### config.mk
export PLATFORM = sky130hd
export DESIGN_NAME = led_grayscale_packer_shifter_core_flat
export DESIGN_NICKNAME = d
export VERILOG_FILES = /design/src/lgps_pkg.sv /design/src/lgps_if.sv /design/src/lgps_front.sv /design/src/lgps_queue.sv /design/src/lgps_back.sv /design/src/led_grayscale_packer_shifter_core.sv /design/src/flat_wrapper.sv
export VERILOG_INCLUDE_DIRS = /design/src /design/src/src
export SDC_FILE = /design/constraint.sdc
export NUM_CORES = 1
export LEC_CHECK = 0
export BUFFER_PORTS_ARGS = -buffer_cell sky130_fd_sc_hd__buf_2
export CORE_ASPECT_RATIO = 0.8
export CORE_UTILIZATION = 37
export CTS_CLUSTER_DIAMETER = 120
export DETAILED_ROUTE_END_ITERATION = 8
export RECOVER_POWER = 100
export SYNTH_ARGS = -nofsm -noshare
export SYNTH_HDL_FRONTEND = slang
export SYNTH_SLANG_ARGS = --single-unit
### constraint.sdc
create_clock -name clk -period 7.85 [get_ports clk]
set_input_delay 1.57 -clock clk [delete_from_list [all_inputs] [get_ports clk]]
set_output_delay 1.57 -clock clk [all_outputs]
set_load 0.005 [all_outputs]
### src/led_grayscale_packer_shifter_core_defines.svh
// Assertion macros shared by the grayscale packer design.
`ifndef LED_GRAYSCALE_PACKER_SHIFTER_CORE_DEFINES_SVH
`define LED_GRAYSCALE_PACKER_SHIFTER_CORE_DEFINES_SVH

// Same-cycle implication, disabled while reset is held.
`define LGPS_ASSERT_NOW(label, clk, rst_n, ante, cons) \
  label: assert property (@(posedge clk) disable iff (!rst_n) (ante) |-> (cons)) \
    else $error("lgps: same-cycle check failed");

// Next-cycle implication, disabled while reset is held.
`define LGPS_ASSERT_NEXT(label, clk, rst_n, ante, cons) \
  label: assert property (@(posedge clk) disable iff (!rst_n) (ante) |=> (cons)) \
    else $error("lgps: next-cycle check failed");

`endif

### src/lgps_pkg.sv
`default_nettype none
package lgps_pkg;

  localparam int CHANNELS     = 16;
  localparam int LEVEL_W      = 12;
  localparam int CMD_W        = 2;
  localparam int IDX_W        = 4;
  localparam int BYTE_W       = 8;
  localparam int CH_W         = (CHANNELS > 1) ? $clog2(CHANNELS) : 1;
  localparam int STREAM_BITS  = CHANNELS * LEVEL_W;
  localparam int STREAM_BYTES = (STREAM_BITS + BYTE_W - 1) / BYTE_W;
  localparam int STREAM_W     = STREAM_BYTES * BYTE_W;
  localparam int CNT_W        = $clog2(STREAM_BYTES);
  // Wide enough for group base plus two and for the channel count itself.
  localparam int BASE_W       = 8;
  localparam int QDEPTH       = 2;
  localparam int QPTR_W       = (QDEPTH > 1) ? $clog2(QDEPTH) : 1;
  localparam int QCNT_W       = $clog2(QDEPTH + 1);

  localparam logic [CMD_W-1:0] CMD_SET_ONE   = 2'd0;
  localparam logic [CMD_W-1:0] CMD_SET_GROUP = 2'd1;
  localparam logic [CMD_W-1:0] CMD_EMIT      = 2'd2;

  typedef enum logic [1:0] {
    OP_SET_ONE,
    OP_SET_GROUP,
    OP_EMIT
  } op_t;

  typedef struct packed {
    op_t                op;
    logic [CH_W-1:0]    ch;
    logic [LEVEL_W-1:0] lvl0;
    logic [LEVEL_W-1:0] lvl1;
    logic [LEVEL_W-1:0] lvl2;
  } entry_t;

  typedef struct packed {
    logic empty;
    logic full;
  } q_status_t;

endpackage
`default_nettype wire

### src/lgps_if.sv
`default_nettype none
interface lgps_in_if import lgps_pkg::*; ();
  logic               valid;
  logic               ready;
  logic [CMD_W-1:0]   command;
  logic [IDX_W-1:0]   index;
  logic [LEVEL_W-1:0] value;
  logic [LEVEL_W-1:0] red;
  logic [LEVEL_W-1:0] green;
  logic [LEVEL_W-1:0] blue;

  modport source(output valid, command, index, value, red, green, blue, input ready);
  modport sink(input valid, command, index, value, red, green, blue, output ready);
endinterface

interface lgps_out_if import lgps_pkg::*; ();
  logic              valid;
  logic              ready;
  logic [BYTE_W-1:0] stream_byte;
  logic              last;

  modport source(output valid, stream_byte, last, input ready);
  modport sink(input valid, stream_byte, last, output ready);
endinterface
`default_nettype wire

### src/lgps_front.sv
`default_nettype none
module lgps_front import lgps_pkg::*; (
  lgps_in_if.sink   in_ch,
  input  q_status_t q_status,
  output logic      q_push,
  output entry_t    q_entry
);

  logic [BASE_W-1:0] idx_ext;
  logic [BASE_W-1:0] base;
  logic              keep;

  assign idx_ext = {{(BASE_W-IDX_W){1'b0}}, in_ch.index};
  assign base    = (idx_ext << 1) + idx_ext;

  // Items that change nothing are taken and dropped here.
  always_comb begin
    q_entry.op   = OP_EMIT;
    q_entry.ch   = '0;
    q_entry.lvl0 = in_ch.value;
    q_entry.lvl1 = in_ch.blue;
    q_entry.lvl2 = in_ch.green;
    keep         = 1'b0;
    unique case (in_ch.command)
      CMD_SET_ONE: begin
        q_entry.op = OP_SET_ONE;
        q_entry.ch = CH_W'(idx_ext);
        keep       = (idx_ext < BASE_W'(CHANNELS));
      end
      CMD_SET_GROUP: begin
        q_entry.op   = OP_SET_GROUP;
        q_entry.ch   = CH_W'(base);
        q_entry.lvl0 = in_ch.red;
        keep         = ((base + BASE_W'(2)) < BASE_W'(CHANNELS));
      end
      CMD_EMIT: begin
        keep = 1'b1;
      end
      default: begin
        keep = 1'b0;
      end
    endcase
  end

  assign in_ch.ready = !q_status.full;
  assign q_push      = in_ch.valid && in_ch.ready && keep;

endmodule
`default_nettype wire

### src/lgps_queue.sv
`default_nettype none
module lgps_queue import lgps_pkg::*; (
  input  logic      clk,
  input  logic      rst_n,
  input  logic      push,
  input  entry_t    push_entry,
  input  logic      pop,
  output entry_t    head,
  output q_status_t status
);

  entry_t            mem_r [QDEPTH];
  logic [QPTR_W-1:0] wr_ptr_r;
  logic [QPTR_W-1:0] rd_ptr_r;
  logic [QCNT_W-1:0] cnt_r;

  function automatic logic [QPTR_W-1:0] ptr_inc(input logic [QPTR_W-1:0] p);
    ptr_inc = (p == QPTR_W'(QDEPTH - 1)) ? '0 : p + QPTR_W'(1);
  endfunction

  assign head         = mem_r[rd_ptr_r];
  assign status.empty = (cnt_r == '0);
  assign status.full  = (cnt_r == QCNT_W'(QDEPTH));

  always_ff @(posedge clk) begin
    if (push) begin
      mem_r[wr_ptr_r] <= push_entry;
    end
  end

  always_ff @(posedge clk) begin
    if (!rst_n) begin
      wr_ptr_r <= '0;
      rd_ptr_r <= '0;
      cnt_r    <= '0;
    end else begin
      if (push) begin
        wr_ptr_r <= ptr_inc(wr_ptr_r);
      end
      if (pop) begin
        rd_ptr_r <= ptr_inc(rd_ptr_r);
      end
      if (push && !pop) begin
        cnt_r <= cnt_r + QCNT_W'(1);
      end else if (pop && !push) begin
        cnt_r <= cnt_r - QCNT_W'(1);
      end
    end
  end

endmodule
`default_nettype wire

### src/lgps_back.sv
`default_nettype none
module lgps_back import lgps_pkg::*; (
  input  logic      clk,
  input  logic      rst_n,
  input  entry_t    head,
  input  q_status_t q_status,
  output logic      q_pop,
  lgps_out_if.source out_ch
);

  typedef enum logic {
    BK_IDLE,
    BK_STREAM
  } bk_state_t;

  bk_state_t          state_r;
  logic [LEVEL_W-1:0] lvl_r [CHANNELS];
  logic [STREAM_W-1:0] sr_r;
  logic [STREAM_W-1:0] stream_w;
  logic [CNT_W-1:0]   cnt_r;
  logic               out_valid_r;
  logic [CH_W-1:0]    ch1;
  logic [CH_W-1:0]    ch2;

  assign q_pop = (state_r == BK_IDLE) && !q_status.empty;
  assign ch1   = head.ch + CH_W'(1);
  assign ch2   = head.ch + CH_W'(2);

  // Channel 0 sits at the bottom; pad bits at the top stay zero.
  always_comb begin
    stream_w = '0;
    for (int i = 0; i < CHANNELS; i++) begin
      stream_w[i*LEVEL_W +: LEVEL_W] = lvl_r[i];
    end
  end

  always_ff @(posedge clk) begin
    if (!rst_n) begin
      for (int i = 0; i < CHANNELS; i++) begin
        lvl_r[i] <= '0;
      end
    end else if (q_pop) begin
      for (int i = 0; i < CHANNELS; i++) begin
        if (head.op == OP_SET_ONE && head.ch == CH_W'(i)) begin
          lvl_r[i] <= head.lvl0;
        end else if (head.op == OP_SET_GROUP) begin
          if (head.ch == CH_W'(i)) begin
            lvl_r[i] <= head.lvl0;
          end else if (ch1 == CH_W'(i)) begin
            lvl_r[i] <= head.lvl1;
          end else if (ch2 == CH_W'(i)) begin
            lvl_r[i] <= head.lvl2;
          end
        end
      end
    end
  end

  always_ff @(posedge clk) begin
    if (!rst_n) begin
      state_r     <= BK_IDLE;
      out_valid_r <= 1'b0;
      cnt_r       <= '0;
    end else begin
      unique case (state_r)
        BK_IDLE: begin
          if (q_pop && head.op == OP_EMIT) begin
            sr_r        <= stream_w;
            cnt_r       <= '0;
            out_valid_r <= 1'b1;
            state_r     <= BK_STREAM;
          end
        end
        BK_STREAM: begin
          if (out_ch.ready) begin
            if (out_ch.last) begin
              out_valid_r <= 1'b0;
              state_r     <= BK_IDLE;
            end else begin
              sr_r  <= {sr_r[STREAM_W-BYTE_W-1:0], {BYTE_W{1'b0}}};
              cnt_r <= cnt_r + CNT_W'(1);
            end
          end
        end
        default: begin
          state_r <= BK_IDLE;
        end
      endcase
    end
  end

  assign out_ch.valid       = out_valid_r;
  assign out_ch.stream_byte = sr_r[STREAM_W-1 -: BYTE_W];
  assign out_ch.last        = (cnt_r == CNT_W'(STREAM_BYTES - 1));

endmodule
`default_nettype wire

### src/led_grayscale_packer_shifter_core.sv
// Channel   Dir   Payload                                   Handshake
// in_ch     in    command, index, value, red, green, blue   valid / ready
// out_ch    out   stream_byte, last                         valid / ready
//
// A set item is applied in the back end as it is popped; an emit item loads the stream
// and then holds the back end until the serializer has taken all 24 bytes.
// The front takes one item per cycle as long as the two-entry queue has room.
// Reset (rst_n low, synchronous) clears all channel levels at once.
// A stalled output holds its byte; queued items then wait behind the stream.
`default_nettype none
`include "led_grayscale_packer_shifter_core_defines.svh"
module led_grayscale_packer_shifter_core import lgps_pkg::*; (
  input  logic       clk,
  input  logic       rst_n,
  lgps_in_if.sink    in_ch,
  lgps_out_if.source out_ch
);

  // The front decodes items and drops those that change nothing.
  logic      q_push;
  logic      q_pop;
  entry_t    q_in;
  entry_t    q_head;
  q_status_t q_status;

  lgps_front u_front (
    .in_ch    (in_ch),
    .q_status (q_status),
    .q_push   (q_push),
    .q_entry  (q_in)
  );

  // The queue decouples the bus side from the stream side.
  lgps_queue u_queue (
    .clk        (clk),
    .rst_n      (rst_n),
    .push       (q_push),
    .push_entry (q_in),
    .pop        (q_pop),
    .head       (q_head),
    .status     (q_status)
  );

  // The back end owns the channel levels and shifts out the stream.
  lgps_back u_back (
    .clk      (clk),
    .rst_n    (rst_n),
    .head     (q_head),
    .q_status (q_status),
    .q_pop    (q_pop),
    .out_ch   (out_ch)
  );

  // Nothing is pushed into a full queue.
  `LGPS_ASSERT_NOW(a_no_push_full, clk, rst_n, q_push, !q_status.full)
  // The back end never takes a new item while a stream is pending.
  `LGPS_ASSERT_NOW(a_no_pop_stream, clk, rst_n, out_ch.valid, !q_pop)
  // After the last byte is taken, the stream ends.
  `LGPS_ASSERT_NEXT(a_end_stream, clk, rst_n,
    out_ch.valid && out_ch.ready && out_ch.last, !out_ch.valid)

endmodule
`default_nettype wire

### src/flat_wrapper.sv
// flat-port wrapper written by rule: the top's interface ports become plain ports
module led_grayscale_packer_shifter_core_flat import lgps_pkg::*;
  (clk, rst_n, in_ch_valid, in_ch_command, in_ch_index, in_ch_value, in_ch_red, in_ch_green, in_ch_blue, in_ch_ready, out_ch_valid, out_ch_stream_byte, out_ch_last, out_ch_ready);
  lgps_in_if in_ch_i ();
  lgps_out_if out_ch_i ();
  input  logic clk;
  input  logic rst_n;
  input wire logic [$bits(in_ch_i.valid)-1:0] in_ch_valid;
  input wire logic [$bits(in_ch_i.command)-1:0] in_ch_command;
  input wire logic [$bits(in_ch_i.index)-1:0] in_ch_index;
  input wire logic [$bits(in_ch_i.value)-1:0] in_ch_value;
  input wire logic [$bits(in_ch_i.red)-1:0] in_ch_red;
  input wire logic [$bits(in_ch_i.green)-1:0] in_ch_green;
  input wire logic [$bits(in_ch_i.blue)-1:0] in_ch_blue;
  output wire logic [$bits(in_ch_i.ready)-1:0] in_ch_ready;
  output wire logic [$bits(out_ch_i.valid)-1:0] out_ch_valid;
  output wire logic [$bits(out_ch_i.stream_byte)-1:0] out_ch_stream_byte;
  output wire logic [$bits(out_ch_i.last)-1:0] out_ch_last;
  input wire logic [$bits(out_ch_i.ready)-1:0] out_ch_ready;
  assign in_ch_i.valid = in_ch_valid;
  assign in_ch_i.command = in_ch_command;
  assign in_ch_i.index = in_ch_index;
  assign in_ch_i.value = in_ch_value;
  assign in_ch_i.red = in_ch_red;
  assign in_ch_i.green = in_ch_green;
  assign in_ch_i.blue = in_ch_blue;
  assign in_ch_ready = in_ch_i.ready;
  assign out_ch_valid = out_ch_i.valid;
  assign out_ch_stream_byte = out_ch_i.stream_byte;
  assign out_ch_last = out_ch_i.last;
  assign out_ch_i.ready = out_ch_ready;
  led_grayscale_packer_shifter_core u_core (.clk(clk), .rst_n(rst_n), .in_ch(in_ch_i), .out_ch(out_ch_i));
endmodule
## Word-level counts from Yosys, hierarchy flattened

Memory sizes are Yosys's and may differ from the RTL's. A register that Yosys moved wholly into a read port is not among the register bits.
Index checks and enable logic that the tools add are counted.

- Register bits: 203
- RAM bits: 276
- Logic and storage cells: 668
- Memories kept: 2

- Add/subtract/negate cells: 9
- $lt $le $gt $ge: 2
- Equal/unequal tests: 55
- Mux-type cells: 492
- Bitwise operators: 65
- Reductions and logical operators: 36

Memory list:

| name | depth | width | read ports | clocked after memory_dff | wr ports | line | source |
|---|---|---|---|---|---|---|---|
| u_core.u_back.lvl_r | 16 | 12 | 16 | 0 | 16 | lgps_back.sv:17 | `logic [LEVEL_W-1:0] lvl_r [CHANNELS];` |
| u_core.u_queue.mem_r | 2 | 42 | 1 | 1 | 1 | lgps_queue.sv:12 | `entry_t mem_r [QDEPTH];` |

Operators with widths:

| operator | number |
|---|---|
| $mux W12 | 65 |
| $mux W192 | 3 |
| $mux W1 | 413 |
| $pmux W192 S2 | 1 |
| $eq A4 B4 Y1 const B | 24 |
| $or A1 B1 Y1 | 64 |
| $eq A4 B3 Y1 const B | 12 |
| $eq A4 B2 Y1 const B | 6 |
| $logic_and A1 B1 Y1 | 22 |
| $mux W5 | 3 |
| $eq A4 B1 Y1 const B | 3 |
| $logic_not A4 Y1 | 3 |
| $pmux W6 S2 | 1 |
| $pmux W5 S2 | 1 |
| $add A6 B2 Y7 const B | 1 |
| $lt A7 B5 Y1 const B | 1 |
| $add A5 B4 Y6 | 1 |
| $eq A2 B2 Y1 const B | 3 |
| $logic_not A2 Y1 | 3 |
| $ne A2 B2 Y1 const B | 3 |
| $reduce_and A3 Y1 | 2 |
| $add A5 B1 Y5 const B | 1 |
| $eq A5 B5 Y1 const B | 1 |
| $lt A4 B5 Y1 const B | 1 |
| other kinds (14) | 21 |

## Depth between registers and ports, before layout

Gate-level depths: netlist of the first run.

- Depth in word-level cells: 11
- Gate-level depth with buffers: 19
- Depth with buffers taken out: 11

## By module

A second synthesis of the first run with hierarchy kept.

- Cells, all modules: 1739
- Area, all modules: 23104.7 um^2

By module, submodules not included:

| module | times used | cells an instance | area an instance (um^2) |
|---|---|---|---|
| lgps_back | 1 | 1523 | 19316.0 |
| lgps_queue | 1 | 153 | 3244.4 |
| lgps_front | 1 | 63 | 544.3 |

## Least setup slack after synthesis of the first run

No wires, ideal clock.

- Path type: in2reg
- From: in rst_n
- To: reg u_core.u_back.sr_r[0], enable pin
- Library setup time: 0.575 ns
- Arrival time: 6.483 ns
- Data required time: 7.275 ns
- Path slack: 0.792 ns
- Stages on the path: 3
- Path through: clkbuf_1 clkbuf_1 and2_1

- Word-level cells in the longest chain between the ends: 1

RTL lines:

| item | line | source |
|---|---|---|
| start: declaration | flat_wrapper.sv:7 | `input logic rst_n;` |
| $reduce_and A4 Y1 (no line) | -- |  |
| end signal: assignment | lgps_back.sv:68 | `sr_r <= stream_w;` |
| end signal: assignment | lgps_back.sv:80 | `sr_r <= {sr_r[STREAM_W-BYTE_W-1:0], {BYTE_W{1'b0}}};` |
| end: declaration | lgps_back.sv:18 | `logic [STREAM_W-1:0] sr_r;` |

Every way passes these cells.
A chain may end at the register's enable or synchronous reset.

==> flow_summary.yaml, run 1 <==
clock_tree:
  cts_root_buffer: "clkbuf_16"
  cts_hold_repair.buffers: 0
  htree_levels: 2
  cts_resized: 0
  clockBufferDepth: 3
  cts_tree: "done"
  clk_latency_ps: 600
  cts_setup_buffers: 0
  clock-sinks: 480
  cts_made_buffers: 47
  clk_pin_slew_ps: 70
sta:
  setup_violations: 0
  whs_ps: 486
  worst_pin_slew_ps: 4490
  finalWorstPathRequiredPeriod_ps: 6250
  rsz0062_at_grt: "false"
  max_freq_mhz: 160
  post-route-period-util_pct: 79.6
  max-slew-margin-rel_pct: -199
  tns_ps: 0
  skew_ps: 44.0
  hold_viol: 0
  maxSlewViolCount: 508
layout:
  final_common_cell: "edfxtp_1"
  diodes: 0
  areaGrowthSynthToFinish_pct: 9.83
  regArea_um2: 14300
  mostFrequentLayoutCells: "edfxtp_1 (468), mux2_2 (181), mux2i_1 (150), nand2_1 (147), o22ai_1 (96)"
  stdcell_count: 2450
  final_nets: 1659
  n_fill_cell: 5600
  drive_gt1_share_pct: 20.0
  multi_input_area_um2: 7740
global_routing:
  grt_pass1_vias: 13500
  grt.overflow.total: 0
  grt_antenna_before_repair: 1
  grt_pass1_wl_mm: 98.0
  grt.total_usage_pct: 22.0
  grt_max_degree: 115
drt:
  drt_iter0_drc: 2235
  drt_drc_violations_left: 0
  drtPass1Iterations: 6
  wire_per_inst_um: 28.5
  ant_nets: 0
  totalWireLength_mm: 69.8
  vias: 14500
  viasPerCell: 5.92
hold_path:
  holdPathStages: 2
  min_to: "u_core.u_back.out_ch.valid$_SDFFE_PN0P_"
  hp-class: "reg2reg"
  hold_path_startpoint: "u_core.u_back.out_ch.valid$_SDFFE_PN0P_"
yosys:
  yosys_warnings: 0
  synth-edff-count: 468
  synth.distinct_cells: 66
  synth_area_per_cell_um2: 14.4
  synth_cells: 1581
  synth_seq_cells: 480
  yosysSeqAreaShare_pct: 62.7
  netlist_area_um2: 22800
  synth-main-ff-cell: "edfxtp_1"
  synth_fp_nets: 1647
  ys_async_sr_fraction_pct: 0
placement:
  io_buffers: 68
  dp.final_hpwl_mm: 45.5
  routabilityCongestion: 0.960
  place_inst: 2363
setup_path:
  critPathSlowestCell: "nor3_1"
  required_ps: 8090
  path_common_cell: "nand3_1"
  slowest_delay_ps: 1820
  cp.arrival_ps: 6490
  critPathCaptureType: "flop"
  cp_max_fo: 51
  ff2ff_path_depth: 9
  crit_chain: "mux2i_1 > inv_1 > ha_1 > a21o_1 > nand3_1 > nand2_1 > nor3_1 > a31oi_1 > nand3_1"
  critPathLaunchType: "flop"
  worstSetupPathType: "reg2reg"
  reg2reg_setup_slack_ps: 1600
  regToRegEndpoint: "u_core.u_back.lvl_r[0][46]$_SDFFCE_PN0P_"
floorplan:
  fp.dieW_um: 279
  core-area_um2: 60300
  die_area_um2: 62600
  chipHeight_um: 224
  start_util_pct: 37.8
  rows: 80
  num_io_pins: 69
outcome:
  violations: "max-capacitance violations, max-slew violations"
  status: "finished with violations"
run:
  drv_cap: 10
power:
  finalPower_mw: 7.57
  power_leakage_nw: 8.46
  p_per_area_nw_per_um2: 303
  ir_drop_mv: 0.183
## metal layers
metal / part of all wire (%) / vias up / wire length (µm) / track usage, %
met5: 0 / - / 0 / 0
met1: 44 / 7226 / 30400 / 32.4
met2: 41 / 884 / 28700 / 30.8
li1: - / 6221 / - / -
met4: 4.0 / 0 / 2780 / 8.57
met3: 11 / 161 / 7890 / 5.61
## final cells by class
cell class	instances	share of cell area (%)
clock inverters	27	0.910
repair buffers	93	1.79
clock buffers	59	5.00
multi-input cells	960	30.9
well taps	820	4.10
inverters	11	0.165
flip-flops and latches	480	57.1
## cell families (layout without fill, tap and decap cells)
logic type | after synthesis | after routing | share of synthesized area, %
AO/OA/AOI/OAI | 287 | 287 | 9.48
XOR/XNOR | 12 | 12 | 0.461
adder cells (fa/ha/maj) | 8 | 8 | 0.472
buffers and inverters | 141 | 190 | 3.03
flip-flops | 480 | 480 | 62.7
multiplexers | 388 | 388 | 18.5
AND/OR/NAND/NOR | 265 | 265 | 5.34
## critical path, delay by kind of cell, from the launching register on
| family | cells | cell delay, ps |
|---|---|---|
| adder cells (fa/ha/maj) | 1 | 330 |
| AND/OR/NAND/NOR | 4 | 3260 |
| buffers and inverters | 1 | 160 |
| flip-flops | 1 | 800 |
| AO/OA/AOI/OAI | 2 | 880 |
| multiplexers | 1 | 450 |
## registers in the layout, indices dropped and copies added (netlist names), named ones only
name and cells:
u_core.u_back.cnt_r 5, u_core.u_back.lvl_r 192, u_core.u_back.sr_r 192, u_core.u_back.state_r 1, u_core.u_queue.wr_ptr_r 1, u_core.u_queue.rd_ptr_r 1
u_core.u_back.out_ch.valid 1, u_core.u_queue.mem_r 84, u_core.u_queue.cnt_r 2
## cells in the mapped netlist (9+ instances only)
master | count | area, µm²
edfxtp_1 | 468 | 14100
mux2_2 | 223 | 2510
mux2i_1 | 151 | 1510
nand2_1 | 146 | 548
o22ai_1 | 96 | 601
clkbuf_1 | 69 | 259
o221ai_1 | 48 | 420
nor2_1 | 40 | 150
buf_2 | 28 | 140
a21boi_0 | 26 | 195
a21oi_1 | 21 | 105
buf_4 | 18 | 135
a211o_1 | 17 | 149
nand3_1 | 17 | 85.1
nor2b_1 | 15 | 93.8
o211ai_1 | 15 | 113
o21ai_0 | 13 | 65.1
and2_1 | 12 | 75.1
dfxtp_1 | 12 | 240
a31oi_1 | 11 | 68.8
inv_1 | 11 | 41.3
a2111oi_2 | 9 | 135
mux2_4 | 9 | 135
## power by group
part | internal, mW | switching (mW) | total (mW)
registers | 3.29 | 0.165 | 3.46
clock network | 1.23 | 0.997 | 2.23
logic | 0.614 | 1.27 | 1.88
## metrics by stage
stage / setup slack (ps) / utilization (%) / cell area, µm²
6_report: 1600 / 41.5 / 25000
5_1_grt: 1130 / 41.5 / 25000
4_1_cts: 2470 / 41.8 / 25200
3_5_place_dp: 2460 / 39.4 / 23700
3_3_place_gp: 2680 / 39.4 / 23700
2_1_floorplan: 792 / - / 22800
## worst max-delay path by stage
stage	start	end	slack (ps)	depth (start not counted)
after floorplan	rst_n	u_core.u_back.sr_r[0]$_SDFFCE_PP0P_	790	3
after global placement	flop	u_core.u_back.lvl_r[0][38]$_SDFFCE_PN0P_	2680	9
after detailed placement	flop	u_core.u_back.lvl_r[0][45]$_SDFFCE_PN0P_	2460	9
after CTS	flop	u_core.u_back.lvl_r[0][46]$_SDFFCE_PN0P_	2470	9
after global routing	flop	u_core.u_back.lvl_r[0][46]$_SDFFCE_PN0P_	1130	9
final	flop	u_core.u_back.lvl_r[0][46]$_SDFFCE_PN0P_	1600	9
No activity file was read; power rests on OpenSTA's default activity.
==> run 2: changes to the inputs <==
- ABC_AREA: unset -> 1
- clock period: 7.85 -> 6.07 ns (I/O delays scaled with it)
==> flow_summary.yaml, run 2 <==
outcome:
  status: "finished with violations"
  violations: "max-capacitance violations, max-slew violations"
setup_path:
  cp_max_fo: 28
  critPathLaunchType: "input port"
  cp.arrival_ps: 5060
  worstSetupPathType: "in2reg"
  critPathCaptureType: "flop"
  required_ps: 6280
clock_tree:
  clk_pin_slew_ps: 60
  cts_tree: "done"
  cts_setup_buffers: 0
  clock-sinks: 480
  cts_root_buffer: "clkbuf_16"
  cts_resized: 0
  clockBufferDepth: 3
  clk_latency_ps: 590
  cts_hold_repair.buffers: 0
  cts_made_buffers: 46
  htree_levels: 2
layout:
  final_nets: 2776
  drive_gt1_share_pct: 9.61
  stdcell_count: 3599
  largestRegisters: "u_core.u_back.lvl_r: 192 flops, u_core.u_back.sr_r: 192 flops, u_core.u_queue.mem_r: 84 flops"
  n_fill_cell: 6408
  final_common_cell: "nand2_1"
  areaGrowthSynthToFinish_pct: 9.26
  mostFrequentLayoutCells: "nand2_1 (1,059), edfxtp_1 (468), nor2_1 (209), nand3_1 (170), inv_1 (169)"
  final_util_pct: 41.1
yosys:
  synth-edff-count: 468
  synth_area_per_cell_um2: 8.94
  synth_fp_nets: 2774
  yosysTopAreaCell: "edfxtp_1"
  yosysSeqAreaShare_pct: 59.1
  synth_most_common_cell: "nand2_1"
  ys_async_sr_fraction_pct: 0
  yosys_warnings: 0
  netlist_area_um2: 24200
  synth-main-ff-cell: "edfxtp_1"
  synth_top_area_share_pct: 58.1
  synth_cells: 2708
  synth_seq_cells: 480
  synthTopCellsByCount: "nand2_1 (1,051), edfxtp_1 (468), nor2_1 (200)"
  synth.distinct_cells: 43
  ys_top_cells_by_area: "edfxtp_1 (58%), nand2_1 (16%), nand3_1 (3.4%)"
run:
  drv_cap: 4
power:
  p_per_area_nw_per_um2: 456
  ir_drop_mv: 0.197
  power_leakage_nw: 11.3
drt:
  wire_per_inst_um: 22.1
  drtPass1Iterations: 6
  drt_drc_violations_left: 0
  drt_iter0_drc: 2355
  vias: 19100
  totalWireLength_mm: 79.6
  viasPerCell: 5.30
  ant_nets: 0
sta:
  max_freq_mhz: 206
  finalWorstPathRequiredPeriod_ps: 4860
  post-route-period-util_pct: 80.0
  hold_viol: 0
  worst_pin_slew_ps: 3110
  whs_ps: 452
  skew_ps: 24.7
  max-slew-margin-rel_pct: -107
  rsz0062_at_grt: "false"
  setup_violations: 0
  tns_ps: 0
  maxSlewViolCount: 208
  timing.final.ws_setup_ps: 1210
floorplan:
  rows: 83
  die_area_um2: 66400
  fp.dieW_um: 288
  chipHeight_um: 231
  num_io_pins: 69
  start_util_pct: 37.6
  core-area_um2: 64400
global_routing:
  grt.overflow.total: 0
  grt_pass1_wl_mm: 117
  grt_pass1_vias: 17900
  grt_max_degree: 101
  grt_antenna_before_repair: 0
  grt.total_usage_pct: 24.0
placement:
  io_buffers: 68
  routabilityCongestion: 0.974
  place_ws_ps: 1970
  place_inst: 3512
  dp.final_hpwl_mm: 52.8
hold_path:
  hp-class: "reg2reg"
## run 2: cell types whose count changed after synthesis, sizes merged, moves of 151 or more
| cell | previous run | this run |
|---|---|---|
| inv | 11 | 188 |
| mux2 | 237 | 0 |
| mux2i | 151 | 0 |
| nand2 | 147 | 1085 |
| nand3 | 17 | 171 |
| nor2 | 40 | 225 |
| o21ai | 14 | 182 |
## run 2: worst paths after layout
check                                        endpoint  cells after the start  slack [ps]                            startpoint
max reg2reg  u_core.u_back.lvl_r[1][85]$_SDFFCE_PN0P_                      7        1250      u_core.u_back.state_r$_SDFF_PN0_
min reg2reg      u_core.u_queue.rd_ptr_r$_SDFFE_PN0P_                      1         450  u_core.u_queue.rd_ptr_r$_SDFFE_PN0P_
min              u_core.u_queue.rd_ptr_r$_SDFFE_PN0P_                      1         450  u_core.u_queue.rd_ptr_r$_SDFFE_PN0P_
max             u_core.u_queue.mem_r[0][24]$_DFFE_PP_                     10        1210                        in_ch_index[1]
## run 2: area by class of cell
| class | instances | area [µm²] | area share, % |
|---|---|---|---|
| inverter | 195 | 741 | 2.80 |
| antenna | 3 | 7.51 | 0.0284 |
| clock inverter | 32 | 264 | 0.998 |
| tap | 850 | 1060 | 4.02 |
| timing repair buffer | 110 | 609 | 2.30 |
| sequential | 480 | 14300 | 54.1 |
| clock buffer | 52 | 1190 | 4.52 |
| multi-input combinational | 1877 | 8270 | 31.3 |
## run 2: layer usage
metal,up-vias,routed length [µm],GRT usage (%)
met5,-,0,0
met4,0,2350,7.31
met3,165,7040,4.36
met2,845,34100,35.7
met1,9152,36100,35.3
li1,8909,-,-
## run 2: critical path, cell delays in order
cell and delay, ps:
clkbuf_1 140, ha_1 250, fa_1 420, xnor2_1 170, nand3_1 80, nand4_1 90, nand2_1 140, nand2_1 90
nor2_1 1750, clkbuf_1 720
## run 2: power by group
part	internal, mW	switching, mW
logic	0.992	3.57
registers	4.46	0.185
clock network	1.59	1.26
## run 2: cell families after synthesis
kind of cell	share of synthesized area (%)
and+or+nand+nor	27.2
DFF	59.1
buffers and inverters	6.27
AOI/OAI and AO/OA	6.89
adders and majority gates	0.445
xor gates and xnor gates	0.181
## run 2: per-stage QoR
| step | area, µm² | power [mW] |
|---|---|---|
| finish | 26400 | 12.1 |
| global route | 26400 | 12.6 |
| CTS | 26700 | 12.0 |
| detailed placement | 25200 | 9.18 |
| global placement | 25200 | 9.12 |
| floorplan | 24200 | 7.30 |
==> run 3: changes to the inputs <==
- clock period: 6.07 -> 4.8 ns (I/O delays scaled with it)
==> flow_summary.yaml, run 3 (synthesis results as in run 2) <==
outcome:
  status: "finished with violations"
  violations: "max-capacitance violations, max-slew violations"
floorplan:
  rows: 83
  num_io_pins: 69
  chipHeight_um: 231
  start_util_pct: 37.6
  die_area_um2: 66400
  core-area_um2: 64400
  fp.dieW_um: 288
layout:
  final_nets: 2788
  diodes: 0
  final_util_pct: 41.3
  mostFrequentLayoutCells: "nand2_1 (1,059), edfxtp_1 (468), nor2_1 (208), inv_1 (171), nand3_1 (166)"
  largestRegisters: "u_core.u_back.lvl_r: 192 flops, u_core.u_back.sr_r: 192 flops, u_core.u_queue.mem_r: 84 flops"
  final_common_cell: "nand2_1"
  drive_gt1_share_pct: 10.0
  areaGrowthSynthToFinish_pct: 9.79
setup_path:
  slowest_delay_ps: 670
  regToRegEndpoint: "u_core.u_back.lvl_r[1][30]$_SDFFCE_PN0P_"
  worstSetupPathType: "reg2reg"
  reg2reg_from: "u_core.u_back.state_r$_SDFF_PN0_"
  cp_max_fo: 55
  crit_chain: "inv_4 > nand3_4 > nor2_8 > nand3_1 > nor2_1 > inv_1 > o2111ai_1 > clkbuf_1"
  reg2reg_setup_slack_ps: 520
  critPathLaunchType: "flop"
  critPathCaptureType: "flop"
  ff2ff_path_depth: 8
  required_ps: 5020
  critPathSlowestCell: "clkbuf_1"
  cp.arrival_ps: 4500
drt:
  drtPass1Iterations: 6
  drt_drc_violations_left: 0
  totalWireLength_mm: 79.4
  vias: 19200
  wire_per_inst_um: 22.0
  ant_nets: 0
  viasPerCell: 5.32
  drt_iter0_drc: 2700
clock_tree:
  clk_pin_slew_ps: 80
  cts_setup_buffers: 0
  clock-sinks: 480
  htree_levels: 2
  cts_hold_repair.buffers: 0
  cts_tree: "done"
  cts_resized: 0
  cts_root_buffer: "clkbuf_16"
  clockBufferDepth: 3
  clk_latency_ps: 600
  cts_made_buffers: 48
power:
  power_leakage_nw: 11.4
  p_per_area_nw_per_um2: 576
  comb_power_share_pct: 38.1
  finalPower_mw: 15.3
  p_clk_share_pct: 23.5
  swShare_pct: 41.6
  p_switching_mw: 6.37
  ir_drop_mv: 0.420
  power_frac_seq_pct: 38.4
  p_int_mw: 8.92
run:
  drv_cap: 5
sta:
  post-route-period-util_pct: 89.2
  finalWorstPathRequiredPeriod_ps: 4280
  setup_violations: 0
  tns_ps: 0
  hold_viol: 0
  max-slew-margin-rel_pct: -23.7
  max_freq_mhz: 233
  worst_pin_slew_ps: 1860
  skew_ps: 34.7
  rsz0062_at_grt: "false"
  maxSlewViolCount: 273
hold_path:
  hp-class: "reg2reg"
  hold_path_startpoint: "u_core.u_queue.rd_ptr_r$_SDFFE_PN0P_"
  holdPathStages: 1
  min_to: "u_core.u_queue.rd_ptr_r$_SDFFE_PN0P_"
global_routing:
  grt.total_usage_pct: 23.8
  grt_pass1_wl_mm: 116
  grt_pass1_vias: 18000
  grt.overflow.total: 0
  grt_antenna_before_repair: 0
  grt_max_degree: 122
placement:
  dp.final_hpwl_mm: 52.6
  io_buffers: 68
  routabilityCongestion: 0.983
## run 3: through the flow
stage | hold slack (ps) | cell area, µm² | worst slack, ps | cells
6_report | 458 | 26600 | 517 | 3605
5_1_grt | 487 | 26600 | 268 | 3605
4_1_cts | 458 | 26800 | 878 | 3605
3_5_place_dp | 448 | 25300 | 917 | 3522
3_3_place_gp | 444 | 25300 | 1100 | 3522
2_1_floorplan | 426 | 24200 | 249 | 2708
## run 3: how the worst max path moves through the flow
stage | endpoint | slack, ps | start
2_1_floorplan | u_core.u_back.sr_r[0]$_SDFFCE_PP0P_ | 250 | u_core.u_back.cnt_r[0]$_SDFFE_PN0P_
3_3_place_gp | u_core.u_back.lvl_r[0][71]$_SDFFCE_PN0P_ | 1100 | flop
3_5_place_dp | u_core.u_back.lvl_r[0][63]$_SDFFCE_PN0P_ | 920 | flop
4_1_cts | u_core.u_back.lvl_r[0][70]$_SDFFCE_PN0P_ | 880 | flop
5_1_grt | u_core.u_back.lvl_r[1][33]$_SDFFCE_PN0P_ | 270 | u_core.u_back.state_r$_SDFF_PN0_
6_report | u_core.u_back.lvl_r[1][30]$_SDFFCE_PN0P_ | 520 | u_core.u_back.state_r$_SDFF_PN0_
## run 3: final cells by class
| type | count | area [µm²] |
|---|---|---|
| clock buffer | 58 | 1280 |
| clock inverter | 25 | 194 |
| fill | 6349 | 37800 |
| inverter | 195 | 737 |
| multi-input combinational | 1877 | 8310 |
| sequential | 480 | 14300 |
| tap | 850 | 1060 |
| timing repair buffer | 120 | 689 |
## run 3: layer usage
layer / share of wire (%) / GRT usage (%) / vias up
li1: - / - / 8915
met1: 45 / 35.1 / 9127
met2: 42 / 34.7 / 938
met3: 9.5 / 4.62 / 184
met4: 3.6 / 8.45 / 0
met5: 0 / 0 / -
## run 3: power groups by stage
stage	Sequential (mW)	Clock, mW	Combinational [mW]
after floorplan	5.88	0	3.35
after global placement	5.94	0	5.63
after detailed placement	5.95	0	5.68
after CTS	5.87	3.65	5.70
after global routing	5.93	3.80	6.18
final	5.87	3.60	5.83
## run 3: worst max-delay path: cells and delay by family, from the launching register on
kind            cells  cell delay [ps]
buf+inv             3             1580
simple gates        4             1530
flops               1              610
compound gates      1              160
